**config.mk**
```make
export PLATFORM = sky130hd
export DESIGN_NAME = tiny_register_machine_execute_flat
export DESIGN_NICKNAME = d
export VERILOG_FILES = /design/src/rtl/trme_pkg.sv /design/src/rtl/trme_intf.sv /design/src/rtl/trme_ram.sv /design/src/rtl/tiny_register_machine_execute.sv /design/src/flat_wrapper.sv
export VERILOG_INCLUDE_DIRS = /design/src /design/src/rtl
export SDC_FILE = /design/constraint.sdc
export NUM_CORES = 1
export LEC_CHECK = 0
export ABC_AREA = 1
export BUFFER_PORTS_ARGS = -buffer_cell sky130_fd_sc_hd__buf_2
export CAP_MARGIN = 10
export CELL_PAD_IN_SITES_DETAIL_PLACEMENT = 0
export CELL_PAD_IN_SITES_GLOBAL_PLACEMENT = 1
export CORE_MARGIN = 2
export CORE_UTILIZATION = 45
export CTS_BUF_LIST = sky130_fd_sc_hd__clkbuf_8 sky130_fd_sc_hd__clkbuf_16
export CTS_CLUSTER_DIAMETER = 40
export DETAILED_ROUTE_END_ITERATION = 6
export PLACE_DENSITY = 0.87
export SKIP_LAST_GASP = 1
export SLEW_MARGIN = 0
export SYNTH_ARGS = -nofsm -noshare
export SYNTH_HDL_FRONTEND = slang
export SYNTH_SLANG_ARGS = --single-unit
```
**constraint.sdc**
```tcl
create_clock -name clk -period 4.79 [get_ports clk]
set_input_delay 0.7185 -clock clk [delete_from_list [all_inputs] [get_ports clk]]
set_output_delay 0.7185 -clock clk [all_outputs]
set_load 0.01 [all_outputs]
```
**src/rtl/tiny_register_machine_execute_macros.svh**
```systemverilog
// Assertion macros shared by the execute block.
`ifndef TINY_REGISTER_MACHINE_EXECUTE_MACROS_SVH
`define TINY_REGISTER_MACHINE_EXECUTE_MACROS_SVH

// Checks that an expression holds at every clock edge outside reset.
`define TRME_CHECK(label, expr, msg) \
	label: assert property (@(posedge clk) disable iff (!arst_n) (expr)) else $error(msg);

// Checks that a condition implies a consequence in the same cycle.
`define TRME_IMPLIES(label, ante, cons, msg) \
	`TRME_CHECK(label, (!(ante)) || (cons), msg)

`endif

```
**src/rtl/trme_pkg.sv**
```systemverilog
// Constants and types of the tiny register machine execute block.
package trme_pkg;

	localparam int NUM_REGS    = 5;
	localparam int DATA_WIDTH  = 32;
	localparam int PROG_MAX    = 256;
	localparam int PC_W        = 9;
	localparam int FUNC_W      = 3;
	localparam int REG_IDX_W   = 3;
	localparam int RF_AW       = (NUM_REGS > 1) ? $clog2(NUM_REGS) : 1;
	localparam int CNT_W       = RF_AW;
	localparam int CONST_INDEX = NUM_REGS;

	typedef enum logic [FUNC_W-1:0] {
		FN_MOV = 3'd0,
		FN_ADD = 3'd1,
		FN_SUB = 3'd2,
		FN_JMP = 3'd3,
		FN_PRN = 3'd4,
		FN_HLT = 3'd5
	} func_t;

endpackage

```
**src/rtl/trme_intf.sv**
```systemverilog
// Request channels of the execute block: instructions, results and configuration.
interface trme_in_if import trme_pkg::*; ();
	logic                         valid;
	logic                         ready;
	logic [FUNC_W-1:0]            func;
	logic [REG_IDX_W-1:0]         first_reg;
	logic                         src_is_reg;
	logic [REG_IDX_W-1:0]         source_reg;
	logic signed [DATA_WIDTH-1:0] immediate;

	modport source (output valid, func, first_reg, src_is_reg, source_reg, immediate,
		input ready);
	modport sink (input valid, func, first_reg, src_is_reg, source_reg, immediate,
		output ready);
endinterface

interface trme_out_if import trme_pkg::*; ();
	logic                         valid;
	logic                         ready;
	logic [PC_W-1:0]              next_pc;
	logic                         value_valid;
	logic signed [DATA_WIDTH-1:0] value;
	logic [REG_IDX_W-1:0]         value_index;
	logic                         is_halted;
	logic                         status;
	logic                         last;

	modport source (output valid, next_pc, value_valid, value, value_index, is_halted,
		status, last, input ready);
	modport sink (input valid, next_pc, value_valid, value, value_index, is_halted,
		status, last, output ready);
endinterface

interface trme_cfg_if import trme_pkg::*; ();
	logic            valid;
	logic            ready;
	logic [PC_W-1:0] data;

	modport source (output valid, data, input ready);
	modport sink (input valid, data, output ready);
endinterface

```
**src/rtl/trme_ram.sv**
```systemverilog
// Generic RAM with one write port and two registered read ports.
module trme_ram #(
	parameter int WIDTH = 32,
	parameter int DEPTH = 5
) (
	input  logic                                     clk,
	input  logic                                     we,
	input  logic [((DEPTH > 1) ? $clog2(DEPTH) : 1)-1:0] waddr,
	input  logic [WIDTH-1:0]                         wdata,
	input  logic [((DEPTH > 1) ? $clog2(DEPTH) : 1)-1:0] raddr_a,
	input  logic [((DEPTH > 1) ? $clog2(DEPTH) : 1)-1:0] raddr_b,
	output logic [WIDTH-1:0]                         rdata_a,
	output logic [WIDTH-1:0]                         rdata_b
);

	logic [WIDTH-1:0] mem_q [DEPTH];

	// Write port; reads return the contents before a write at the same edge.
	always_ff @(posedge clk) begin
		if (we) begin
			mem_q[waddr] <= wdata;
		end
		rdata_a <= mem_q[raddr_a];
		rdata_b <= mem_q[raddr_b];
	end

endmodule

```
**src/rtl/tiny_register_machine_execute.sv**
```systemverilog
// Top level of the tiny register machine execute block.
//
// Instruction requests arrive on instr, results leave on result, and the
// program length is written through cfg, which is always ready; cfg is to be
// written only while the block is idle, and the block does not enforce this.
// An accepted instruction reads its operands from the register file RAM at
// the accepting edge, executes in the following cycle and is captured in the
// result register once that register is free. One instruction is taken per
// cycle unless the result is stalled or a dump runs, set by the single
// execute stage and the one RAM write port. HLT dumps the registers from
// the execute stage, one per cycle through RAM port a while the result is
// not stalled, and gives five results, the last one marked.
// Reset clears the register-file valid bits, so all registers read as zero,
// sets the program counter to one and the program length to 256. No
// clearing pass is needed.
// When the receiver stalls, the result register holds, the execute stage
// holds its instruction, and instr.ready falls once both are full.
`include "tiny_register_machine_execute_macros.svh"

module tiny_register_machine_execute import trme_pkg::*; (
	input logic      clk,
	input logic      arst_n,
	trme_in_if.sink  instr,
	trme_out_if.source result,
	trme_cfg_if.sink cfg
);

	// Execute stage registers.
	logic                    s1_vld_q;
	logic [FUNC_W-1:0]       func_s1;
	logic [REG_IDX_W-1:0]    first_reg_s1;
	logic                    src_is_reg_s1;
	logic [REG_IDX_W-1:0]    source_reg_s1;
	logic [DATA_WIDTH-1:0]   imm_s1;
	logic [CNT_W-1:0]        cnt_q;

	// Architectural state.
	logic [PC_W-1:0]         pc_q;
	logic [PC_W-1:0]         plen_q;
	logic [NUM_REGS-1:0]     rf_vld_q;

	// Bypass of the write made at the last edge.
	logic                    wr_en_q;
	logic [RF_AW-1:0]        wr_addr_q;
	logic [DATA_WIDTH-1:0]   wr_data_q;

	// Result register.
	logic                    out_vld_q;
	logic [PC_W-1:0]         npc_s2;
	logic                    value_valid_s2;
	logic [DATA_WIDTH-1:0]   value_s2;
	logic [REG_IDX_W-1:0]    value_index_s2;
	logic                    is_halted_s2;
	logic                    status_s2;
	logic                    last_s2;

	// Combinational signals.
	logic                    accept;
	logic                    s1_fire;
	logic                    s1_done;
	logic                    is_hlt;
	logic [RF_AW-1:0]        ra_s1;
	logic [RF_AW-1:0]        rb_s1;
	logic [RF_AW-1:0]        rd_a;
	logic [RF_AW-1:0]        rd_b;
	logic [DATA_WIDTH-1:0]   ram_a;
	logic [DATA_WIDTH-1:0]   ram_b;
	logic [DATA_WIDTH-1:0]   va;
	logic [DATA_WIDTH-1:0]   vb;
	logic                    a_ok;
	logic                    b_ok;
	logic [PC_W-1:0]         eff_len;
	logic [PC_W-1:0]         npc_inc;
	logic [PC_W-1:0]         npc;
	logic                    wr_en;
	logic [RF_AW-1:0]        wr_addr;
	logic [DATA_WIDTH-1:0]   wr_data;
	logic                    x_valid;
	logic [DATA_WIDTH-1:0]   x_value;
	logic [REG_IDX_W-1:0]    x_index;
	logic                    x_status;
	logic                    x_last;
	logic [DATA_WIDTH-1:0]   src;
	logic                    jmp_bad;

	// Handshakes: the execute stage moves on when the result register frees up.
	assign is_hlt    = (func_s1 == FN_HLT);
	assign s1_fire   = s1_vld_q && (!out_vld_q || result.ready);
	assign s1_done   = s1_fire && (!is_hlt || (cnt_q == CNT_W'(NUM_REGS - 1)));
	assign instr.ready = !s1_vld_q || s1_done;
	assign accept    = instr.valid && instr.ready;
	assign cfg.ready = 1'b1;

	// Register addresses of the instruction in the execute stage.
	assign ra_s1 = is_hlt ? RF_AW'(cnt_q) : RF_AW'(first_reg_s1);
	assign rb_s1 = RF_AW'(source_reg_s1);

	// Read addresses for the next cycle: a new instruction, the next dump entry,
	// or a re-read of the held instruction.
	always_comb begin
		if (accept) begin
			rd_a = (instr.func == FN_HLT) ? '0 : RF_AW'(instr.first_reg);
			rd_b = RF_AW'(instr.source_reg);
		end else if (s1_fire && is_hlt) begin
			rd_a = RF_AW'(cnt_q + CNT_W'(1));
			rd_b = rb_s1;
		end else begin
			rd_a = ra_s1;
			rd_b = rb_s1;
		end
	end

	trme_ram #(
		.WIDTH (DATA_WIDTH),
		.DEPTH (NUM_REGS)
	) u_rf (
		.clk     (clk),
		.we      (wr_en),
		.waddr   (wr_addr),
		.wdata   (wr_data),
		.raddr_a (rd_a),
		.raddr_b (rd_b),
		.rdata_a (ram_a),
		.rdata_b (ram_b)
	);

	// Operands: bypass the write made at the last edge, unwritten entries read zero.
	always_comb begin
		if (wr_en_q && (wr_addr_q == ra_s1)) begin
			va = wr_data_q;
		end else begin
			va = rf_vld_q[ra_s1] ? ram_a : '0;
		end
		if (wr_en_q && (wr_addr_q == rb_s1)) begin
			vb = wr_data_q;
		end else begin
			vb = rf_vld_q[rb_s1] ? ram_b : '0;
		end
	end

	// Program counter increment and clamped program length.
	assign eff_len = (plen_q > PC_W'(PROG_MAX)) ? PC_W'(PROG_MAX) : plen_q;
	assign npc_inc = (pc_q == PC_W'(PROG_MAX + 1)) ? pc_q : pc_q + PC_W'(1);

	assign a_ok    = first_reg_s1 < REG_IDX_W'(NUM_REGS);
	assign b_ok    = source_reg_s1 < REG_IDX_W'(NUM_REGS);
	assign src     = src_is_reg_s1 ? vb : imm_s1;
	assign jmp_bad = imm_s1[DATA_WIDTH-1] || (imm_s1 == '0) ||
		(imm_s1 > DATA_WIDTH'(eff_len));

	// Execute one instruction, or one entry of a register dump.
	always_comb begin
		npc      = npc_inc;
		wr_en    = 1'b0;
		wr_addr  = RF_AW'(first_reg_s1);
		wr_data  = '0;
		x_valid  = 1'b0;
		x_value  = '0;
		x_index  = '0;
		x_status = 1'b0;
		x_last   = 1'b1;
		case (func_t'(func_s1))
			FN_MOV: begin
				if (a_ok && (!src_is_reg_s1 || b_ok)) begin
					wr_en = 1'b1;
					if (src_is_reg_s1) begin
						wr_addr = rb_s1;
						wr_data = va;
					end else begin
						wr_data = imm_s1;
					end
				end
			end
			FN_ADD: begin
				wr_en   = a_ok && (!src_is_reg_s1 || b_ok);
				wr_data = va + src;
			end
			FN_SUB: begin
				wr_en   = a_ok && (!src_is_reg_s1 || b_ok);
				wr_data = va - src;
			end
			FN_JMP: begin
				if (jmp_bad) begin
					x_status = 1'b1;
				end else if (!src_is_reg_s1 || (a_ok && (va == '0))) begin
					npc = PC_W'(imm_s1);
				end
			end
			FN_PRN: begin
				if (src_is_reg_s1) begin
					if (b_ok) begin
						x_valid = 1'b1;
						x_value = vb;
						x_index = source_reg_s1;
					end
				end else begin
					x_valid = 1'b1;
					x_value = imm_s1;
					x_index = REG_IDX_W'(CONST_INDEX);
				end
			end
			FN_HLT: begin
				x_valid = 1'b1;
				x_value = va;
				x_index = REG_IDX_W'(cnt_q);
				x_last  = (cnt_q == CNT_W'(NUM_REGS - 1));
			end
			default: begin
			end
		endcase
		wr_en = wr_en && s1_fire;
	end

	// Control state: stage occupancy, dump counter, program counter, valid bits.
	always_ff @(posedge clk or negedge arst_n) begin
		if (!arst_n) begin
			s1_vld_q  <= 1'b0;
			cnt_q     <= '0;
			pc_q      <= PC_W'(1);
			plen_q    <= PC_W'(PROG_MAX);
			rf_vld_q  <= '0;
			wr_en_q   <= 1'b0;
			out_vld_q <= 1'b0;
		end else begin
			if (accept) begin
				s1_vld_q <= 1'b1;
				cnt_q    <= '0;
			end else if (s1_done) begin
				s1_vld_q <= 1'b0;
			end else if (s1_fire && is_hlt) begin
				cnt_q <= cnt_q + CNT_W'(1);
			end
			if (s1_done) begin
				pc_q <= npc;
			end
			if (cfg.valid) begin
				plen_q <= cfg.data;
			end
			if (wr_en) begin
				rf_vld_q[wr_addr] <= 1'b1;
			end
			wr_en_q <= wr_en;
			if (s1_fire) begin
				out_vld_q <= 1'b1;
			end else if (result.ready) begin
				out_vld_q <= 1'b0;
			end
		end
	end

	// Payload registers of the execute stage, bypass and result.
	always_ff @(posedge clk) begin
		if (accept) begin
			func_s1       <= instr.func;
			first_reg_s1  <= instr.first_reg;
			src_is_reg_s1 <= instr.src_is_reg;
			source_reg_s1 <= instr.source_reg;
			imm_s1        <= instr.immediate;
		end
		wr_addr_q <= wr_addr;
		wr_data_q <= wr_data;
		if (s1_fire) begin
			npc_s2         <= npc;
			value_valid_s2 <= x_valid;
			value_s2       <= x_value;
			value_index_s2 <= x_index;
			is_halted_s2   <= (npc >= eff_len);
			status_s2      <= x_status;
			last_s2        <= x_last;
		end
	end

	assign result.valid       = out_vld_q;
	assign result.next_pc     = npc_s2;
	assign result.value_valid = value_valid_s2;
	assign result.value       = value_s2;
	assign result.value_index = value_index_s2;
	assign result.is_halted   = is_halted_s2;
	assign result.status      = status_s2;
	assign result.last        = last_s2;

	// Consistency checks on the execute stage and the result register.
	`TRME_CHECK(a_cnt_range, cnt_q < CNT_W'(NUM_REGS), "dump counter out of range")
	`TRME_CHECK(a_pc_range, pc_q <= PC_W'(PROG_MAX + 1), "program counter beyond saturation")
	`TRME_IMPLIES(a_dump_blocks, s1_vld_q && is_hlt && (cnt_q != CNT_W'(NUM_REGS - 1)), !instr.ready, "new request taken during register dump")
	`TRME_IMPLIES(a_only_dump_not_last, out_vld_q && !last_s2, value_valid_s2 && (value_index_s2 < REG_IDX_W'(NUM_REGS)), "non-final result is not a register dump entry")
	`TRME_IMPLIES(a_error_no_value, out_vld_q && status_s2, !value_valid_s2, "jump error carries a value")

endmodule
```
**src/flat_wrapper.sv**
```systemverilog
// flat-port wrapper written by rule: the top's interface ports become plain ports
module tiny_register_machine_execute_flat import trme_pkg::*;
  (clk, arst_n, instr_valid, instr_func, instr_first_reg, instr_src_is_reg, instr_source_reg, instr_immediate, instr_ready, result_valid, result_next_pc, result_value_valid, result_value, result_value_index, result_is_halted, result_status, result_last, result_ready, cfg_valid, cfg_data, cfg_ready);
  trme_in_if instr_i ();
  trme_out_if result_i ();
  trme_cfg_if cfg_i ();
  input logic clk;
  input logic arst_n;
  input wire logic [$bits(instr_i.valid)-1:0] instr_valid;
  input wire logic [$bits(instr_i.func)-1:0] instr_func;
  input wire logic [$bits(instr_i.first_reg)-1:0] instr_first_reg;
  input wire logic [$bits(instr_i.src_is_reg)-1:0] instr_src_is_reg;
  input wire logic [$bits(instr_i.source_reg)-1:0] instr_source_reg;
  input wire logic [$bits(instr_i.immediate)-1:0] instr_immediate;
  output wire logic [$bits(instr_i.ready)-1:0] instr_ready;
  output wire logic [$bits(result_i.valid)-1:0] result_valid;
  output wire logic [$bits(result_i.next_pc)-1:0] result_next_pc;
  output wire logic [$bits(result_i.value_valid)-1:0] result_value_valid;
  output wire logic [$bits(result_i.value)-1:0] result_value;
  output wire logic [$bits(result_i.value_index)-1:0] result_value_index;
  output wire logic [$bits(result_i.is_halted)-1:0] result_is_halted;
  output wire logic [$bits(result_i.status)-1:0] result_status;
  output wire logic [$bits(result_i.last)-1:0] result_last;
  input wire logic [$bits(result_i.ready)-1:0] result_ready;
  input wire logic [$bits(cfg_i.valid)-1:0] cfg_valid;
  input wire logic [$bits(cfg_i.data)-1:0] cfg_data;
  output wire logic [$bits(cfg_i.ready)-1:0] cfg_ready;
  assign instr_i.valid = instr_valid;
  assign instr_i.func = instr_func;
  assign instr_i.first_reg = instr_first_reg;
  assign instr_i.src_is_reg = instr_src_is_reg;
  assign instr_i.source_reg = instr_source_reg;
  assign instr_i.immediate = instr_immediate;
  assign instr_ready = instr_i.ready;
  assign result_valid = result_i.valid;
  assign result_next_pc = result_i.next_pc;
  assign result_value_valid = result_i.value_valid;
  assign result_value = result_i.value;
  assign result_value_index = result_i.value_index;
  assign result_is_halted = result_i.is_halted;
  assign result_status = result_i.status;
  assign result_last = result_i.last;
  assign result_i.ready = result_ready;
  assign cfg_i.valid = cfg_valid;
  assign cfg_i.data = cfg_data;
  assign cfg_ready = cfg_i.ready;
  tiny_register_machine_execute u_core (.clk(clk), .arst_n(arst_n), .instr(instr_i), .result(result_i), .cfg(cfg_i));
endmodule
```
# == Yosys cells after proc, flatten, opt, wreduce, memory -nomap -nowiden ==
# Memory sizes are Yosys's and may differ from the RTL's. A register that Yosys moved wholly into a read port is not among the register bits.
# Index checks and enable logic that the tools add are counted.
# classes
n_addsub,4
n_lt_le_gt_ge,9
eq_ne,11
mux,48
n_bitwise,1
n_reduce_logical,29
# op_table
cell,count
two-way mux 32 bit,9
case mux 32 bit (3 select lines),1
zero test 32 bit,2
case mux 32 bit (2 select lines),1
two-way mux 9 bit,5
two-way mux 3 bit,13
adder 32 bit,1
greater-than comparator 32 x 9 -> 1 bit,1
subtractor 32 bit,1
two-way mux 1 bit,13
"== test 3 bit, second input constant",4
"< comparator 3 x 4 -> 1 bit, second input constant",3
logical AND 1 bit,10
"adder 9 x 1 -> 9 bit, second input constant",1
"== test 9 bit, second input constant",1
greater-or-equal comparator 9 bit,1
"greater-than comparator 9 bit, second input constant",1
logical OR 1 bit,7
binary-select mux 1 bit (select 3 bit),2
"== test 3 x 2 -> 1 bit, second input constant",2
== test 3 bit,2
"< comparator 3 bit, second input constant",2
case mux 3 bit (2 select lines),1
nonzero test 2 bit,3
other kinds (11),15
# totals
regBits,154
mem_bits_rw,160
in_bits,56
out_inout_bits,51
elab_cells,124
n_memories,1
# memory_table
memory,words,word_bits,rd,rd_clocked_by_memory_dff,wr,line,text
u_core.u_rf.mem_q,5,32,2,2,1,trme_ram.sv:16,logic [WIDTH-1:0] mem_q [DEPTH];

# == Logic depth before layout (Yosys ltp) ==
# depth
ltp_word,13
mapped_depth,33
depth_no_buf,32

# == Modules after synthesis ==
# Synthesis repeated with hierarchy kept, for this count alone.
# hier_totals
hier_cells,2536
hier_area_um2,20528.4
# modules_own_cells
mod,n_inst,cells_each,area_per_inst_um2,seq_area_each_um2
tiny_register_machine_execute,1,1473,10953.0,4101.4
trme_ram,1,1063,9575.4,6085.8

# == Worst setup path before layout ==
# No wires, ideal clock.
# synth_timing
path_type,reg2reg
startpoint,register u_core.source_reg_s1[0] (netlist: u_core.rb_s1[0])
endpoint,memory u_core.u_rf.mem_q[0][29] (data pin)
setup_time_ps,231
arrival_ps,4039
required_ps,4559
setup_slack_ps,520
path_stages_with_launch,31
n_path_buf,1
period_less_slack_ps,4270
path_cell_list,dfxtp_1 > inv_2 > nor2_1 > nor3_1 > nand2_1 > buf_2 > o21ai_0 > inv_1 > a21oi_2 > ha_1 > inv_1 > nor2_1 > nand3_1 > nor2_1 > nand2_1 > nand2_1 > o21ai_0 > xor2_1 > ha_1 > nand2_1 > nor2_1 > inv_1 > nor3_1 > nand3_1 > nand3_1 > nand2_1 > o211ai_1 > a31oi_1 > nand2_1 > nand2_1 > o21ai_0
# synth_between
elab_chain_cells,7
elab_cells_between_ends,14
cone_classes,2 x add/sub; 1 x order compare; 1 x eq/ne; 7 x mux; 3 x reduce/logical
# synth_rtl
item,line,text
from (decl),tiny_register_machine_execute.sv:33,logic [REG_IDX_W-1:0] source_reg_s1;
from (signal assigned),tiny_register_machine_execute.sv:257,source_reg_s1 <= instr.source_reg;
binary-select mux 1 bit (select 3 bit),tiny_register_machine_execute.sv:137,vb = rf_vld_q[rb_s1] ? ram_b : '0;
two-way mux 1 bit (implied by the code),tiny_register_machine_execute.sv:137,
two-way mux 32 bit,tiny_register_machine_execute.sv:137,
two-way mux 32 bit,tiny_register_machine_execute.sv:134,if (wr_en_q && (wr_addr_q == rb_s1)) begin
two-way mux 32 bit,tiny_register_machine_execute.sv:147,assign src = src_is_reg_s1 ? vb : imm_s1;
subtractor 32 bit or adder 32 bit (tied branches),"tiny_register_machine_execute.sv:180, tiny_register_machine_execute.sv:176",
case mux 32 bit (3 select lines) *,tiny_register_machine_execute.sv:162,case (func_t'(func_s1))
named net u_core.u_rf.wdata[29],trme_ram.sv:9,"input logic [WIDTH-1:0] wdata,"
to (decl),trme_ram.sv:16,
# The timed path passes the listed nets; every way through them passes the cells marked *. The select of a mux whose other input is x is not followed.

# == Worst setup path after layout ==
# layout_timing
startpoint,register u_core.wr_addr_q[2]
endpoint,memory u_core.u_rf.mem_q[1][29] (data pin)
# layout_between
elab_chain_cells,6
elab_cells_between_ends,12
cone_classes,2 x add/sub; 2 x eq/ne; 6 x mux; 2 x reduce/logical
# layout_rtl
item,line,text
from (decl),tiny_register_machine_execute.sv:44,logic [RF_AW-1:0] wr_addr_q;
from (signal assigned),tiny_register_machine_execute.sv:260,wr_addr_q <= wr_addr;
"== test 3 bit, on equally long branches","tiny_register_machine_execute.sv:134, tiny_register_machine_execute.sv:129",
"logical AND 1 bit, on equally long branches","tiny_register_machine_execute.sv:134, tiny_register_machine_execute.sv:129",
"two-way mux 32 bit, on equally long branches","tiny_register_machine_execute.sv:134, tiny_register_machine_execute.sv:129",
"two-way mux 32 bit, on equally long branches","tiny_register_machine_execute.sv:147, tiny_register_machine_execute.sv:166",
subtractor 32 bit (tied with other cells),tiny_register_machine_execute.sv:180,wr_data = va - src;
case mux 32 bit (3 select lines) *,tiny_register_machine_execute.sv:162,
named net u_core.u_rf.wdata[29],trme_ram.sv:9,
# The timed path passes the listed nets; every way through them passes the cells marked *.

==> results.sh <==
export IMPL_cts_clk_slew_worst_paths_ps=60
export IMPL_cts_tree="done"
export IMPL_p_comb_frac=0.488
export IMPL_setup_viol_count_final=0
export IMPL_maxCapViolations=0
export IMPL_nets=2520
export IMPL_r2r_end="u_core.u_rf.mem_q[1][29]$_DFFE_PP_"
export IMPL_cts_hold_buf=0
export IMPL_met2_usage=0.4585
export IMPL_slew_viol_final=0
export IMPL_min_period_over_period=0.9612
export IMPL_viasPerCell=5.637
export IMPL_clock_path_buffers=3
export IMPL_cp_top_family="compound AO/OA/AOI/OAI gates"
export IMPL_pin_count=107
export IMPL_r2r_setup_slack_ps=190
export IMPL_synth_edf_count=247
export IMPL_worstSetupEndpointType="flip-flop"
export IMPL_drcViolationCount=0
export IMPL_synth_seq_area_share=0.5170
export IMPL_drt_wl_total_um=62930
export IMPL_grt_pass1_vias=16600
export IMPL_status="finished, final reports clean"
export IMPL_p_int_uw=9746
export IMPL_leakagePower_uw=0.01005
export IMPL_pre_cts_ws_ps=-18.98
export IMPL_fmax_mhz=217.2
export IMPL_cts_root_buf="clkbuf_16"
export IMPL_fin_crit_ps=4604
export IMPL_hpwl_um=44790
export IMPL_rows=76
export IMPL_async_flop_share=0.07672
export IMPL_tightest_slew_ps=1211
export IMPL_avgSynthCellArea_sq_um=8.836
export IMPL_power_switching_uw=7547
export IMPL_p_per_area_nw_per_um2=733.0
export IMPL_finalHoldViolCount=0
export IMPL_peakVddDrop_mv=0.9490
export IMPL_firstDrtPassIters=6
export IMPL_diodes=0
export IMPL_wl_per_cell_um=20.72
export IMPL_reg2reg_depth=27
export IMPL_vias=17130
export IMPL_die_w_um=213.3
export IMPL_syn_inst=2230
export IMPL_busiest_layer="met2"
export IMPL_stdcell_count=3038
export IMPL_ys_ff_latch=378
export IMPL_coreArea_sq_um=43170
export IMPL_clk_latency_ps=620
export IMPL_fin_worst_skew_ps=30.68
export IMPL_required_ps=5160
export IMPL_p_clk_frac=0.221
export IMPL_hp_class="in2async"
export IMPL_rsz0062_at_grt="true"
export IMPL_syn_area_sq_um=19700
export IMPL_cp_slowest_cell="ha_1"
export IMPL_cp_start_kind="flip-flop"
export IMPL_p_seq_frac=0.292
export IMPL_h_tree_depth=2
export IMPL_synth_top_flop_cell="edfxtp_1"
export IMPL_grt_util_met1=0.3525
export IMPL_grt_max_degree=129
export IMPL_synthesis_nets=2341
export IMPL_area_growth_pct=19.74
export IMPL_dpl_cell_count=2932
export IMPL_place_gp_congestion=0.9850
export IMPL_switching_share=0.4364
export IMPL_drt_iter0_drc=1625
export IMPL_critPathArrivalTime_ps=4970
export IMPL_critical_path_buf_inv_count=3
export IMPL_drtAntennaViolNets=0
export IMPL_die_area_sq_um=45480
export IMPL_cp_slowest_stage_delay_ps=380
export IMPL_cp_max_fo=7
export IMPL_drive_gt1_frac=0.1761
export IMPL_r2r_start="u_core.wr_addr_q[2]$_DFF_P_"
export IMPL_grtUsageTotal=0.2758
export IMPL_antenna_found_initial=0
export IMPL_use_met3=0.03942
export IMPL_yosysWarnings=0
export IMPL_cts_sinks=378
export IMPL_critPathKind="reg2reg"
export IMPL_die_h_um=213.3
export IMPL_fin_ws_ps=186.0
export IMPL_start_util=0.4564
export IMPL_port_buffer_count=105
export IMPL_slew_headroom=0.1908
export IMPL_grt_pass1_wl_um=94260
export IMPL_yosys_cell_types_count=57
export IMPL_cts_buffers=52
export IMPL_grt_overflow_total=0
-- metal layers --
layer | vias to the layer above | share of wire
li1 | 8089 | -
met1 | 8205 | 0.42
met2 | 658 | 0.47
met3 | 173 | 0.060
met4 | 0 | 0.050
met5 | - | 0
-- cells by family (layout without fill, tap and decap cells) --
| family | count (synthesis) | count (layout) | share of synthesized area |
|---|---|---|---|
| AO/OA/AOI/OAI | 526 | 526 | 0.1669 |
| XOR/XNOR | 43 | 43 | 0.01911 |
| other | 1 | 1 | 0.0001903 |
| adder cells (fa/ha/maj) | 55 | 55 | 0.03531 |
| buffers and inverters | 382 | 605 | 0.07899 |
| multiplexers | 7 | 7 | 0.004001 |
| flip-flops | 378 | 378 | 0.5170 |
| AND/OR/NAND/NOR | 838 | 838 | 0.1784 |
-- power by group through the flow --
stage          registers [uW]  logic [uW]  clock network (uW)
2_1_floorplan            5000        4950                   0
3_5_place_dp             5080        8020                   0
5_1_grt                  5090        9240                4000
3_3_place_gp             5080        7960                   0
4_1_cts                  5030        8080                3860
6_report                 5040        8430                3820
-- layout make-up --
type	instances	area, sq um
sequential	378	10190
fill	3919	19580
tap	585	732.0
clock inverter	41	364.1
multi-input combinational	1470	8273
clock buffer	57	1393
inverter	281	1057
timing repair buffer	226	1580
-- through the flow --
| step | setup TNS, ps | power [uW] | util | cell area (sq um) | hold WS (ps) |
|---|---|---|---|---|---|
| after floorplan | 0 | 9949 | - | 19700 | 422.9 |
| after global routing | -795.9 | 18330 | 0.5465 | 23590 | 203.9 |
| after CTS | 0 | 16970 | 0.5396 | 23290 | 168.4 |
| after global placement | 0 | 13040 | 0.4987 | 21530 | 465.5 |
| after detailed placement | -210.6 | 13110 | 0.4987 | 21530 | 468.9 |
| final | 0 | 17290 | 0.5465 | 23590 | 160.1 |
-- state kept, by name, summed over array words and instances (netlist names), 3 cells and up --
signal	cells
u_core.cnt_q	3
u_core.first_reg_s1	3
u_core.func_s1	3
u_core.imm_s1	32
u_core.pc_q	9
u_core.plen_q	9
u_core.rb_s1	3
u_core.result.next_pc	9
u_core.result.value	32
u_core.result.value_index	3
u_core.rf_vld_q	5
u_core.u_rf.mem_q	160
u_core.u_rf.rdata_a	32
u_core.u_rf.rdata_b	32
u_core.wr_addr_q	3
u_core.wr_data_q	32
-- cell usage after synthesis (2+ instances only) --
master	n	area, sq um
nand4_1	17	106.4
buf_1	3	11.26
o21ai_0	119	595.6
o221a_2	3	33.78
nor3_1	19	95.09
dfrtp_1	27	675.7
and2_1	7	43.79
o22ai_1	21	131.4
nor2_2	6	37.54
a21o_1	2	15.01
o211ai_1	137	1028
edfxtp_1	247	7417
clkbuf_1	40	150.1
o21bai_1	18	135.1
clkinv_1	2	7.510
inv_1	273	1025
o221ai_1	11	96.34
a32o_1	3	30.03
xor2_1	37	324.1
o31ai_1	2	15.01
a22oi_1	4	30.03
buf_4	4	30.03
buf_6	6	67.56
a31oi_1	75	469.2
dfxtp_1	102	2042
nand3_1	103	515.5
buf_2	48	240.2
inv_2	5	18.77
nand4_2	4	50.05
o21a_1	9	67.56
or2_2	5	31.28
nor2_1	221	829.6
mux2_2	7	78.83
o21ai_1	7	35.03
ha_1	54	675.7
nor2_4	2	22.52
nand2_1	431	1618
nand2_2	9	56.30
nor4_1	9	56.30
a21oi_1	108	540.5
xnor2_1	6	52.55
dfstp_2	2	52.55
-- layout by cell type, fill, tap and decap left out, types with 7 or more instances in the layout --
cell type  instances
dfxtp_1           97
ha_1              51
nor2_4             9
a31oi_1           74
edfxtp_1         247
mux2_2             7
nor2_2            15
nand2_2           12
a21oi_1           95
and2_1             7
dfrtp_1           27
nor2_1           205
nand3_1           99
clkinv_1           7
xor2_1            36
buf_2            106
a21oi_2           13
inv_1            278
inv_2              9
nor3_1            15
nor4_1             8
o21a_1             9
buf_12            11
o22ai_1           21
buf_4            106
o21ai_1           19
nand2_1          426
nand4_1           17
o211ai_1         137
o21bai_1          14
clkbuf_16         54
o221ai_1           9
o21ai_0          100
-- timing repair --
action	4_1_cts	5_1_grt
setup buffers	0	7
endpoints found under the setup margin	15	120
resized for setup	2	84
cloned	0	1
pin swaps	0	23
-- how the worst max path moves through the flow --
| stage | slack [ps] | startpoint | cells past startpoint | end |
|---|---|---|---|---|
| 2_1_floorplan | 520 | u_core.rb_s1[0]$_DFF_P_ | 30 | u_core.u_rf.mem_q[0][29]$_DFFE_PP_ |
| 3_3_place_gp | 3 | u_core.rb_s1[0]$_DFF_P_ | 23 | u_core.u_rf.mem_q[3][31]$_DFFE_PP_ |
| 3_5_place_dp | -20 | u_core.rb_s1[2]$_DFF_P_ | 26 | u_core.u_rf.mem_q[1][28]$_DFFE_PP_ |
| 4_1_cts | 3 | u_core.rb_s1[0]$_DFF_P_ | 23 | u_core.u_rf.mem_q[2][31]$_DFFE_PP_ |
| 5_1_grt | -60 | u_core.rb_s1[1]$_DFF_P_ | 28 | u_core.u_rf.mem_q[1][29]$_DFFE_PP_ |
| 6_report | 190 | u_core.wr_addr_q[2]$_DFF_P_ | 27 | u_core.u_rf.mem_q[1][29]$_DFFE_PP_ |
Power figures use the tool's default switching activity.
